<file path="src/nested_uleb128_reference_parser_defines.svh">
// ----------------------------------------------------------------------------
// nested uleb128 reference parser: assertion macros
// checks written as same-cycle or next-cycle implications under reset
// ----------------------------------------------------------------------------
`ifndef NESTED_ULEB128_REFERENCE_PARSER_DEFINES_SVH
`define NESTED_ULEB128_REFERENCE_PARSER_DEFINES_SVH

// same-cycle implication
`define NULRP_ASSERT_IMPL(label, clk, rst_n, ante, cons, msg) \
  label: assert property (@(posedge clk) disable iff (!rst_n) (ante) |-> (cons)) \
    else $error(msg);

// next-cycle implication
`define NULRP_ASSERT_NEXT(label, clk, rst_n, ante, cons, msg) \
  label: assert property (@(posedge clk) disable iff (!rst_n) (ante) |=> (cons)) \
    else $error(msg);

`endif

</file>
<file path="src/nulrp_pkg.sv">
// ----------------------------------------------------------------------------
// nulrp_pkg
// shared types, codes and constants of the nested uleb128 reference parser
// ----------------------------------------------------------------------------
`timescale 1ns / 1ps

package nulrp_pkg;

  localparam logic [7:0]  FORMAT_MARKER = 8'h7F;
  localparam logic [63:0] KIND_MAX      = 64'd13;
  localparam logic [6:0]  SHIFT_STEP    = 7'd7;
  localparam logic [6:0]  SHIFT_MAX     = 7'd63;
  localparam int          QUEUE_DEPTH   = 2;

  typedef enum logic [3:0] {
    PH_MARKER      = 4'd0,
    PH_PAIR_COUNT  = 4'd1,
    PH_SRC_SECT    = 4'd2,
    PH_TGT_SECT    = 4'd3,
    PH_TGT_COUNT   = 4'd4,
    PH_TGT_DELTA   = 4'd5,
    PH_KIND_COUNT  = 4'd6,
    PH_KIND        = 4'd7,
    PH_DELTA_COUNT = 4'd8,
    PH_SRC_DELTA   = 4'd9,
    PH_DONE        = 4'd10
  } phase_t;

  typedef enum logic [2:0] {
    ST_RUNNING   = 3'd0,
    ST_FINISHED  = 3'd1,
    ST_NO_MARKER = 3'd2,
    ST_MALFORMED = 3'd3,
    ST_BAD_KIND  = 3'd4
  } status_t;

  // one classified event from the front
  typedef struct packed {
    logic        marker;
    logic        marker_ok;
    logic        overflow;
    logic        num_done;
    logic        last;
    logic [63:0] value;
  } token_t;

endpackage

</file>
<file path="src/nulrp_if.sv">
// ----------------------------------------------------------------------------
// nulrp channel interfaces
// byte input channel and reference result channel, valid/ready
// ----------------------------------------------------------------------------
`timescale 1ns / 1ps

interface nulrp_in_if;
  logic       valid;
  logic       ready;
  logic [7:0] data_byte;
  logic       last_byte;

  modport source (output valid, output data_byte, output last_byte, input ready);
  modport sink   (input valid, input data_byte, input last_byte, output ready);
endinterface

interface nulrp_out_if;
  logic        valid;
  logic        ready;
  logic        has_entry;
  logic [2:0]  status;
  logic [3:0]  ref_kind;
  logic [7:0]  source_section;
  logic [7:0]  target_section;
  logic [63:0] source_offset;
  logic [63:0] target_offset;

  modport source (output valid, output has_entry, output status, output ref_kind,
                  output source_section, output target_section,
                  output source_offset, output target_offset, input ready);
  modport sink   (input valid, input has_entry, input status, input ref_kind,
                  input source_section, input target_section,
                  input source_offset, input target_offset, output ready);
endinterface

</file>
<file path="src/nulrp_front.sv">
// ----------------------------------------------------------------------------
// nulrp_front
// takes one byte a beat, assembles uleb128 numbers and classifies events
// ----------------------------------------------------------------------------
`timescale 1ns / 1ps

module nulrp_front (
  input  logic                clk,
  input  logic                rst_n,
  nulrp_in_if.sink            in_chan,
  input  logic                q_ready,
  output logic                tok_push,
  output nulrp_pkg::token_t   tok,
  output logic                expect_marker
);
  import nulrp_pkg::*;

  logic [63:0] acc_r, acc_nxt;
  logic [6:0]  shift_r, shift_nxt;
  logic        first_r, first_nxt;
  logic        accept;
  logic [63:0] acc_new;

  assign in_chan.ready = q_ready;
  assign accept        = in_chan.valid && q_ready;
  assign expect_marker = first_r;
  assign acc_new       = acc_r | (64'(in_chan.data_byte[6:0]) << shift_r);

  always_comb begin
    acc_nxt   = acc_r;
    shift_nxt = shift_r;
    first_nxt = first_r;
    tok       = '0;
    tok.last  = in_chan.last_byte;
    if (first_r) begin
      tok.marker    = 1'b1;
      tok.marker_ok = (in_chan.data_byte == FORMAT_MARKER);
      first_nxt     = 1'b0;
    end else if (shift_r > SHIFT_MAX) begin
      tok.overflow = 1'b1;
    end else if (!in_chan.data_byte[7]) begin
      tok.num_done = 1'b1;
      tok.value    = acc_new;
      acc_nxt      = '0;
      shift_nxt    = '0;
    end else begin
      acc_nxt   = acc_new;
      shift_nxt = shift_r + SHIFT_STEP;
    end
    // end of stream re-arms
    if (in_chan.last_byte) begin
      acc_nxt   = '0;
      shift_nxt = '0;
      first_nxt = 1'b1;
    end
    tok_push = accept && (tok.marker || tok.overflow || tok.num_done || tok.last);
  end

  always_ff @(posedge clk) begin
    if (!rst_n) begin
      acc_r   <= '0;
      shift_r <= '0;
      first_r <= 1'b1;
    end else if (accept) begin
      acc_r   <= acc_nxt;
      shift_r <= shift_nxt;
      first_r <= first_nxt;
    end
  end

endmodule

</file>
<file path="src/nulrp_queue.sv">
// ----------------------------------------------------------------------------
// nulrp_queue
// short token queue between the front and the back
// ----------------------------------------------------------------------------
`timescale 1ns / 1ps

module nulrp_queue #(
  parameter int Depth = nulrp_pkg::QUEUE_DEPTH
) (
  input  logic              clk,
  input  logic              rst_n,
  input  logic              push,
  input  nulrp_pkg::token_t push_tok,
  output logic              not_full,
  output logic              head_valid,
  output nulrp_pkg::token_t head_tok,
  input  logic              pop
);
  import nulrp_pkg::*;

  localparam int AddrW  = (Depth > 1) ? $clog2(Depth) : 1;
  localparam int CountW = $clog2(Depth + 1);
  localparam logic [AddrW-1:0]  LastAddr = AddrW'(Depth - 1);
  localparam logic [CountW-1:0] Full     = CountW'(Depth);

  token_t            mem_r [Depth];
  logic [AddrW-1:0]  wr_ptr_r, rd_ptr_r;
  logic [CountW-1:0] count_r;
  logic              do_push, do_pop;

  assign not_full   = (count_r != Full);
  assign head_valid = (count_r != '0);
  assign head_tok   = mem_r[rd_ptr_r];
  assign do_push    = push && not_full;
  assign do_pop     = pop && head_valid;

  always_ff @(posedge clk) begin
    if (!rst_n) begin
      wr_ptr_r <= '0;
      rd_ptr_r <= '0;
      count_r  <= '0;
    end else begin
      if (do_push) begin
        wr_ptr_r <= (wr_ptr_r == LastAddr) ? '0 : wr_ptr_r + 1'b1;
      end
      if (do_pop) begin
        rd_ptr_r <= (rd_ptr_r == LastAddr) ? '0 : rd_ptr_r + 1'b1;
      end
      if (do_push && !do_pop) begin
        count_r <= count_r + 1'b1;
      end else if (do_pop && !do_push) begin
        count_r <= count_r - 1'b1;
      end
    end
  end

  always_ff @(posedge clk) begin
    if (do_push) begin
      mem_r[wr_ptr_r] <= push_tok;
    end
  end

endmodule

</file>
<file path="src/nulrp_back.sv">
// ----------------------------------------------------------------------------
// nulrp_back
// walks the nested grammar one token a beat and registers the result beat
// ----------------------------------------------------------------------------
`timescale 1ns / 1ps

module nulrp_back (
  input  logic              clk,
  input  logic              rst_n,
  input  logic              head_valid,
  input  nulrp_pkg::token_t head_tok,
  output logic              pop,
  nulrp_out_if.source       out_chan
);
  import nulrp_pkg::*;

  typedef enum logic [1:0] {
    LVL_DELTA  = 2'd0,
    LVL_KIND   = 2'd1,
    LVL_TARGET = 2'd2,
    LVL_PAIR   = 2'd3
  } level_t;

  typedef struct packed {
    phase_t      phase;
    logic [63:0] pairs;
    logic [63:0] targets;
    logic [63:0] kinds;
    logic [63:0] deltas;
  } walk_t;

  // step to the next open item, starting at the given nesting level
  function automatic walk_t walk_on(input level_t lvl, input walk_t w);
    walk_t r;
    r = w;
    if (lvl == LVL_DELTA && w.deltas != '0) begin
      r.deltas = w.deltas - 64'd1;
      r.phase  = PH_SRC_DELTA;
    end else if (lvl <= LVL_KIND && w.kinds != '0) begin
      r.kinds = w.kinds - 64'd1;
      r.phase = PH_KIND;
    end else if (lvl <= LVL_TARGET && w.targets != '0) begin
      r.targets = w.targets - 64'd1;
      r.phase   = PH_TGT_DELTA;
    end else if (w.pairs != '0) begin
      r.pairs = w.pairs - 64'd1;
      r.phase = PH_SRC_SECT;
    end else begin
      r.phase = PH_DONE;
    end
    return r;
  endfunction

  phase_t      phase_r, phase_nxt;
  logic        closed_r, closed_nxt;
  logic [63:0] pairs_r, targets_r, kinds_r, deltas_r;
  logic [7:0]  src_sect_r, src_sect_nxt, tgt_sect_r, tgt_sect_nxt;
  logic [3:0]  kind_r, kind_nxt;
  logic [63:0] src_off_r, src_off_nxt, tgt_off_r, tgt_off_nxt;
  walk_t       w_cur, w_nxt;
  status_t     status;
  logic        entry;
  logic        load;

  logic        ov_r, ov_nxt;
  logic        o_has_r;
  status_t     o_status_r;
  logic [3:0]  o_kind_r;
  logic [7:0]  o_ssect_r, o_tsect_r;
  logic [63:0] o_soff_r, o_toff_r;

  assign pop = head_valid && (!ov_r || out_chan.ready);

  assign w_cur = '{phase: phase_r, pairs: pairs_r, targets: targets_r,
                   kinds: kinds_r, deltas: deltas_r};

  always_comb begin
    w_nxt        = w_cur;
    closed_nxt   = closed_r;
    src_sect_nxt = src_sect_r;
    tgt_sect_nxt = tgt_sect_r;
    kind_nxt     = kind_r;
    src_off_nxt  = src_off_r;
    tgt_off_nxt  = tgt_off_r;
    status       = ST_RUNNING;
    entry        = 1'b0;
    load         = 1'b0;
    if (pop && !closed_r) begin
      if (head_tok.marker) begin
        if (head_tok.marker_ok) begin
          w_nxt.phase = PH_PAIR_COUNT;
        end else begin
          status = ST_NO_MARKER;
        end
      end else if (head_tok.overflow) begin
        status = ST_MALFORMED;
      end else if (head_tok.num_done) begin
        unique case (phase_r)
          PH_PAIR_COUNT: begin
            w_nxt.pairs = head_tok.value;
            w_nxt       = walk_on(LVL_PAIR, w_nxt);
          end
          PH_SRC_SECT: begin
            src_sect_nxt = head_tok.value[7:0];
            w_nxt.phase  = PH_TGT_SECT;
          end
          PH_TGT_SECT: begin
            tgt_sect_nxt = head_tok.value[7:0];
            w_nxt.phase  = PH_TGT_COUNT;
          end
          PH_TGT_COUNT: begin
            w_nxt.targets = head_tok.value;
            tgt_off_nxt   = '0;
            w_nxt         = walk_on(LVL_TARGET, w_nxt);
          end
          PH_TGT_DELTA: begin
            tgt_off_nxt = tgt_off_r + head_tok.value;
            w_nxt.phase = PH_KIND_COUNT;
          end
          PH_KIND_COUNT: begin
            w_nxt.kinds = head_tok.value;
            w_nxt       = walk_on(LVL_KIND, w_nxt);
          end
          PH_KIND: begin
            if (head_tok.value > KIND_MAX) begin
              status = ST_BAD_KIND;
            end else begin
              kind_nxt    = head_tok.value[3:0];
              w_nxt.phase = PH_DELTA_COUNT;
            end
          end
          PH_DELTA_COUNT: begin
            w_nxt.deltas = head_tok.value;
            src_off_nxt  = '0;
            w_nxt        = walk_on(LVL_DELTA, w_nxt);
          end
          PH_SRC_DELTA: begin
            src_off_nxt = src_off_r + head_tok.value;
            entry       = 1'b1;
            w_nxt       = walk_on(LVL_DELTA, w_nxt);
          end
          default: begin
          end
        endcase
      end
      if (status == ST_RUNNING && w_nxt.phase == PH_DONE) begin
        status = ST_FINISHED;
      end
      if (status == ST_RUNNING && head_tok.last) begin
        status = ST_MALFORMED;
      end
      load       = entry || (status != ST_RUNNING);
      closed_nxt = (status != ST_RUNNING);
    end
    // end of stream re-arms, whether handled or ignored
    if (pop && head_tok.last) begin
      w_nxt.phase = PH_MARKER;
      closed_nxt  = 1'b0;
    end
    phase_nxt = w_nxt.phase;
    if (load) begin
      ov_nxt = 1'b1;
    end else if (out_chan.ready) begin
      ov_nxt = 1'b0;
    end else begin
      ov_nxt = ov_r;
    end
  end

  always_ff @(posedge clk) begin
    if (!rst_n) begin
      phase_r  <= PH_MARKER;
      closed_r <= 1'b0;
      ov_r     <= 1'b0;
    end else begin
      phase_r  <= phase_nxt;
      closed_r <= closed_nxt;
      ov_r     <= ov_nxt;
    end
  end

  always_ff @(posedge clk) begin
    pairs_r    <= w_nxt.pairs;
    targets_r  <= w_nxt.targets;
    kinds_r    <= w_nxt.kinds;
    deltas_r   <= w_nxt.deltas;
    src_sect_r <= src_sect_nxt;
    tgt_sect_r <= tgt_sect_nxt;
    kind_r     <= kind_nxt;
    src_off_r  <= src_off_nxt;
    tgt_off_r  <= tgt_off_nxt;
    if (load) begin
      o_has_r    <= entry;
      o_status_r <= status;
      o_kind_r   <= entry ? kind_nxt : 4'd0;
      o_ssect_r  <= entry ? src_sect_nxt : 8'd0;
      o_tsect_r  <= entry ? tgt_sect_nxt : 8'd0;
      o_soff_r   <= entry ? src_off_nxt : 64'd0;
      o_toff_r   <= entry ? tgt_off_nxt : 64'd0;
    end
  end

  assign out_chan.valid          = ov_r;
  assign out_chan.has_entry      = o_has_r;
  assign out_chan.status         = o_status_r;
  assign out_chan.ref_kind       = o_kind_r;
  assign out_chan.source_section = o_ssect_r;
  assign out_chan.target_section = o_tsect_r;
  assign out_chan.source_offset  = o_soff_r;
  assign out_chan.target_offset  = o_toff_r;

endmodule

</file>
<file path="src/nested_uleb128_reference_parser.sv">
// ----------------------------------------------------------------------------
// nested_uleb128_reference_parser
// parses a marker-led nested uleb128 reference stream into entry beats
// ----------------------------------------------------------------------------
// in_chan carries one stream byte a beat with a last-byte flag. out_chan
// carries a beat for each completed source delta (has_entry set) and for
// each terminal status (finished, marker missing, malformed number, bad
// kind); both may share one beat. Bytes that complete nothing give no beat.
// One byte is taken every cycle unless the queue is full; result beats are
// registered. The front assembles numbers and the back walks the grammar,
// one token a cycle unless stalled, with a two-entry token queue between.
// After a terminal status later bytes are dropped until a last byte, which
// always re-arms the parser to wait for the format marker.
// Reset leaves the parser waiting for the marker with nothing queued.
// When the receiver stalls, the result beat holds in the output register,
// the back stops, the queue fills, and in_chan.ready falls once it is full.
// ----------------------------------------------------------------------------
`timescale 1ns / 1ps
`include "nested_uleb128_reference_parser_defines.svh"

module nested_uleb128_reference_parser #(
  parameter int QueueDepth = nulrp_pkg::QUEUE_DEPTH
) (
  input  logic         clk,
  input  logic         rst_n,
  nulrp_in_if.sink     in_chan,
  nulrp_out_if.source  out_chan
);
  import nulrp_pkg::*;

  token_t tok, head_tok;
  logic   tok_push, q_not_full, head_valid, q_pop, front_expect;

  nulrp_front u_front (
    .clk           (clk),
    .rst_n         (rst_n),
    .in_chan       (in_chan),
    .q_ready       (q_not_full),
    .tok_push      (tok_push),
    .tok           (tok),
    .expect_marker (front_expect)
  );

  nulrp_queue #(
    .Depth (QueueDepth)
  ) u_queue (
    .clk        (clk),
    .rst_n      (rst_n),
    .push       (tok_push),
    .push_tok   (tok),
    .not_full   (q_not_full),
    .head_valid (head_valid),
    .head_tok   (head_tok),
    .pop        (q_pop)
  );

  nulrp_back u_back (
    .clk        (clk),
    .rst_n      (rst_n),
    .head_valid (head_valid),
    .head_tok   (head_tok),
    .pop        (q_pop),
    .out_chan   (out_chan)
  );

  `NULRP_ASSERT_IMPL(a_beat_has_cause, clk, rst_n, out_chan.valid && !out_chan.has_entry, out_chan.status != ST_RUNNING, "result beat with neither entry nor status")
  `NULRP_ASSERT_IMPL(a_blank_fields, clk, rst_n, out_chan.valid && !out_chan.has_entry, out_chan.source_offset == 64'd0 && out_chan.target_offset == 64'd0 && out_chan.ref_kind == 4'd0, "status-only beat carries entry fields")
  `NULRP_ASSERT_IMPL(a_last_queued, clk, rst_n, in_chan.valid && in_chan.ready && in_chan.last_byte, tok_push, "last byte not passed to the back")
  `NULRP_ASSERT_NEXT(a_rearm, clk, rst_n, in_chan.valid && in_chan.ready && in_chan.last_byte, front_expect, "front not re-armed after last byte")

endmodule
</file>
<file path="src/flat_wrapper.sv">
// flat-port wrapper written by rule: the top's interface ports become plain ports
module nested_uleb128_reference_parser_flat import nulrp_pkg::*;
#(
  parameter int QueueDepth = nulrp_pkg::QUEUE_DEPTH
)
  (clk, rst_n, in_chan_valid, in_chan_data_byte, in_chan_last_byte, in_chan_ready, out_chan_valid, out_chan_has_entry, out_chan_status, out_chan_ref_kind, out_chan_source_section, out_chan_target_section, out_chan_source_offset, out_chan_target_offset, out_chan_ready);
  nulrp_in_if in_chan_i ();
  nulrp_out_if out_chan_i ();
  input  logic clk;
  input  logic rst_n;
  input wire logic [$bits(in_chan_i.valid)-1:0] in_chan_valid;
  input wire logic [$bits(in_chan_i.data_byte)-1:0] in_chan_data_byte;
  input wire logic [$bits(in_chan_i.last_byte)-1:0] in_chan_last_byte;
  output wire logic [$bits(in_chan_i.ready)-1:0] in_chan_ready;
  output wire logic [$bits(out_chan_i.valid)-1:0] out_chan_valid;
  output wire logic [$bits(out_chan_i.has_entry)-1:0] out_chan_has_entry;
  output wire logic [$bits(out_chan_i.status)-1:0] out_chan_status;
  output wire logic [$bits(out_chan_i.ref_kind)-1:0] out_chan_ref_kind;
  output wire logic [$bits(out_chan_i.source_section)-1:0] out_chan_source_section;
  output wire logic [$bits(out_chan_i.target_section)-1:0] out_chan_target_section;
  output wire logic [$bits(out_chan_i.source_offset)-1:0] out_chan_source_offset;
  output wire logic [$bits(out_chan_i.target_offset)-1:0] out_chan_target_offset;
  input wire logic [$bits(out_chan_i.ready)-1:0] out_chan_ready;
  assign in_chan_i.valid = in_chan_valid;
  assign in_chan_i.data_byte = in_chan_data_byte;
  assign in_chan_i.last_byte = in_chan_last_byte;
  assign in_chan_ready = in_chan_i.ready;
  assign out_chan_valid = out_chan_i.valid;
  assign out_chan_has_entry = out_chan_i.has_entry;
  assign out_chan_status = out_chan_i.status;
  assign out_chan_ref_kind = out_chan_i.ref_kind;
  assign out_chan_source_section = out_chan_i.source_section;
  assign out_chan_target_section = out_chan_i.target_section;
  assign out_chan_source_offset = out_chan_i.source_offset;
  assign out_chan_target_offset = out_chan_i.target_offset;
  assign out_chan_i.ready = out_chan_ready;
  nested_uleb128_reference_parser #(.QueueDepth(QueueDepth)) u_core (.clk(clk), .rst_n(rst_n), .in_chan(in_chan_i), .out_chan(out_chan_i));
endmodule
</file>
<file path="config.mk">
export PLATFORM = sky130hd
export DESIGN_NAME = nested_uleb128_reference_parser_flat
export DESIGN_NICKNAME = d
export VERILOG_FILES = /design/src/nulrp_pkg.sv /design/src/nulrp_if.sv /design/src/nulrp_front.sv /design/src/nulrp_queue.sv /design/src/nulrp_back.sv /design/src/nested_uleb128_reference_parser.sv /design/src/flat_wrapper.sv
export VERILOG_INCLUDE_DIRS = /design/src /design/src/src
export SDC_FILE = /design/constraint.sdc
export NUM_CORES = 2
export LEC_CHECK = 0
export BUFFER_PORTS_ARGS = -buffer_cell sky130_fd_sc_hd__buf_2
export CAP_MARGIN = 0
export CORE_ASPECT_RATIO = 0.6
export CORE_MARGIN = 2
export CORE_UTILIZATION = 40
export CTS_BUF_LIST = sky130_fd_sc_hd__clkbuf_4 sky130_fd_sc_hd__clkbuf_8 sky130_fd_sc_hd__clkbuf_16
export DETAILED_ROUTE_END_ITERATION = 12
export HOLD_SLACK_MARGIN = 0.06
export PLACE_DENSITY = 0.53
export RECOVER_POWER = 100
export SLEW_MARGIN = 5
export SYNTH_ARGS = -nofsm -noshare
export SYNTH_HDL_FRONTEND = slang
export SYNTH_SLANG_ARGS = --single-unit
</file>
<file path="constraint.sdc">
create_clock -name clk -period 14.79 [get_ports clk]
set_clock_uncertainty 0.05 [all_clocks]
set_input_delay 0.7395 -clock clk [delete_from_list [all_inputs] [get_ports clk]]
set_output_delay 0.7395 -clock clk [all_outputs]
set_load 0.02 [all_outputs]
</file>
==> flow_summary.json <==
{
  "status": "complete, but fails checks",
  "violations": "capacitance limit, slew limit",
  "clockBufferDepth": 3,
  "fin_hold_ws_ns": 0.413,
  "final_cell_mix": "546 x edfxtp_1, 537 x nor2_1, 395 x nand2_1",
  "firstDrtPassIters": 6,
  "finalNetCount": 4894,
  "synth-edff-count": 546,
  "place_area_mm2": 0.0467,
  "gp_congestion": 0.956,
  "layout_setup_ws_ns": 4.11,
  "grt_max_degree": 76,
  "grt_pass1_vias": 32802,
  "syn_area_mm2": 0.0443,
  "criticalPathCategory": "flip-flop to flip-flop",
  "p_per_area_mw_per_mm2": 161,
  "fin_util_pct": 44.9,
  "reg2reg_slack_ns": 4.11,
  "hold_viol_final": 0,
  "worst_pin_slew_ns": 4.00,
  "boundaryPins": 167,
  "root_buffer": "clkbuf_16",
  "fin_crit_ns": 10.68,
  "synth.net_count": 4817,
  "dp.cells": 6148,
  "synth_ff_type": "edfxtp_1",
  "h-tree-depth": 3,
  "crit_path_end_kind": "flip-flop",
  "ys_warn_count": 0,
  "seq_area_mm2": 0.0210,
  "drive_gt1_share_pct": 6.36,
  "ant_nets": 0,
  "rsz0062_at_grt": "no",
  "postCtsHoldBufs": 0,
  "numCtsBuffers": 79,
  "drv_slew": 545,
  "die_area_mm2": 0.114,
  "area_growth_pct": 11.1,
  "slew_headroom_pct": -167,
  "worst-path-max-fanout": 62,
  "grt_usage_pct": 26.3,
  "ir_drop_mv": 0.0902,
  "required_ns": 15.06,
  "r2r-end": "u_core.u_back.out_chan.source_offset[61]",
  "crit_buf_inv": 4,
  "synth_top_cell_area_share_pct": 37.0,
  "cts_tree": "built",
  "synth-async-reset-ratio_pct": 0,
  "drt-initial-drc-count": 5084,
  "dpl.hpwl_um": 112000,
  "path_depth": 15,
  "syn-mean-instance-area_um2": 9.50,
  "totalWireLength_um": 153000,
  "path_cells": "clkbuf_1 > clkbuf_1 > mux2i_1 > ha_1 > or4_1 > o21ai_0 > a221o_1 > a31oi_1 > o311a_1 > a21o_1 > a211oi_4 > o31ai_1 > nand2_4 > buf_4 > buf_4",
  "grt_first_pass_wirelength_um": 225000,
  "std_cell_rows": 94,
  "cpMaxStageDelayCell": "clkbuf_1",
  "fill_cells": 10578,
  "port_buffers": 166,
  "start_kind": "flip-flop",
  "core_mm2": 0.110,
  "fin_tns_setup_ns": 0,
  "cts.sinks": 777,
  "avgRoutedWirePerCell_um": 24.3,
  "antenna_found_initial": 7,
  "gr-total-overflow": 0,
  "endpoint": "u_core.u_back.out_chan.source_offset[61]",
  "syn_inst": 4664,
  "cts_resized": 0,
  "setup_viol": 0,
  "power.leakage_nw": 17.5,
  "ys_types": 92,
  "preCtsSetupSlack_ns": 7.03,
  "max_freq_ghz": 0.0936,
  "synth_area_leader_cell": "edfxtp_1",
  "drt-vias-per-instance": 5.97,
  "layout_commonest_cell": "edfxtp_1",
  "die_h_um": 262,
  "ys_top_cells_by_area": "edfxtp_1 37%, dfxtp_1 10%, nor2_1 4.6%, o21ai_0 3.9%, ha_1 3.9%",
  "vias": 37579,
  "multi_input_area_mm2": 0.0220,
  "final_area_mm2": 0.0492,
  "fin_crit_sh_pct": 72.2,
  "postCtsSetupBuffers": 0,
  "drcViolationCount": 0,
  "synth-seq-cells": 777,
  "rr_worst_depth": 15,
  "start_util_pct": 40.4,
  "die_x_um": 434,
  "crit_arrival_ns": 10.94,
  "hold_path_class": "flip-flop to flip-flop",
  "ys_seq_area_share_pct": 47.4,
  "fin_cells": 6298,
  "report.power.total_mw": 7.91,
  "path_clk_slew_ns": 0.07,
  "worstSkewPairLatency_ns": 0.70,
  "path_delay_family": "buffers and inverters",
  "hp-start": "u_core.u_back.src_off_r[8]",
  "max_cap_viol_count": 12,
  "slowest_delay_ns": 2.48
}
==> cells in the mapped netlist, drive strengths merged, types with 42 or more instances <==
cell type  instances
a211oi            53
a21o             144
a21oi            319
a22oi             76
and2              84
and3              42
buf               43
clkbuf           191
dfxtp            231
edfxtp           546
ha               138
inv               95
mux2i             55
nand2            399
nand3             93
nor2             545
nor3             187
nor4              88
o21ai            361
o22ai             65
or3               61
xnor2            174
xor2             120
==> where the power goes <==
| part | internal (mW) | total (mW) | switching (mW) |
|---|---|---|---|
| Combinational | 0.765 | 2.75 | 1.99 |
| Clock | 1.31 | 2.25 | 0.946 |
| Sequential | 2.75 | 2.90 | 0.149 |
==> worst min-delay path by stage <==
| stage | end | depth (start not counted) |
|---|---|---|
| after floorplan | u_core.u_back.src_sect_r[0] | 2 |
| after global routing | u_core.u_front.expect_marker | 3 |
| after global placement | u_core.u_back.src_sect_r[2] | 2 |
| after CTS | u_core.u_front.expect_marker | 2 |
| after detailed placement | u_core.u_back.src_sect_r[6] | 2 |
| final | u_core.u_back.src_off_r[8] | 1 |
==> worst reg2reg max path: stages (launching register included) <==
cell	delay, ns
dfxtp_4	0.55
clkbuf_1	1.63
clkbuf_1	2.51
mux2i_1	1.01
ha_1	0.53
or4_1	0.57
o21ai_0	0.28
a221o_1	0.16
a31oi_1	0.04
o311a_1	0.18
a21o_1	0.20
a211oi_4	0.31
o31ai_1	0.21
nand2_4	0.48
buf_4	0.72
buf_4	0.78
==> state kept, by name (all words and copies together) (netlist names), 4 cells and up, named ones only <==
signal	cells
u_core.u_queue.mem_r	138
u_core.u_back.deltas_r	64
u_core.u_back.kinds_r	64
u_core.u_back.out_chan.source_offset	64
u_core.u_back.out_chan.target_offset	64
u_core.u_back.pairs_r	64
u_core.u_back.src_off_r	64
u_core.u_back.targets_r	64
u_core.u_back.tgt_off_r	64
u_core.u_front.acc_r	64
u_core.u_back.out_chan.source_section	8
u_core.u_back.out_chan.target_section	8
u_core.u_back.src_sect_r	8
u_core.u_back.tgt_sect_r	8
u_core.u_front.shift_r	7
u_core.u_back.kind_r	4
u_core.u_back.out_chan.ref_kind	4
u_core.u_back.phase_r	4
==> kinds of logic after synthesis <==
| group | count (synthesis) | share of synthesized area, % |
|---|---|---|
| AO/OA/AOI/OAI | 1321 | 19.0 |
| XOR/XNOR | 294 | 5.81 |
| adder cells (fa/ha/maj) | 140 | 3.99 |
| buffers and inverters | 330 | 3.05 |
| flip-flops | 777 | 47.4 |
| multiplexers | 90 | 2.13 |
| AND/OR/NAND/NOR | 1712 | 18.6 |
==> layout make-up <==
class | count | area share, %
repair buffers | 230 | 2.16
flip-flops and latches | 777 | 42.7
clock buffers | 107 | 4.80
inverters | 96 | 0.732
clock inverters | 41 | 1.00
well taps | 1488 | 3.78
diodes | 2 | 0.0102
multi-input cells | 3557 | 44.8
==> routing by layer <==
| layer | vias to the layer above | part of all wire [%] | track usage [%] |
|---|---|---|---|
| met1 | 18113 | 52 | 44.6 |
| met4 | 0 | 1.3 | 4.15 |
| met3 | 154 | 10 | 5.87 |
| li1 | 17573 | - | - |
| met5 | - | 0 | 0 |
| met2 | 1739 | 37 | 33.0 |
Note: power is estimated with default switching activity, not from simulation.
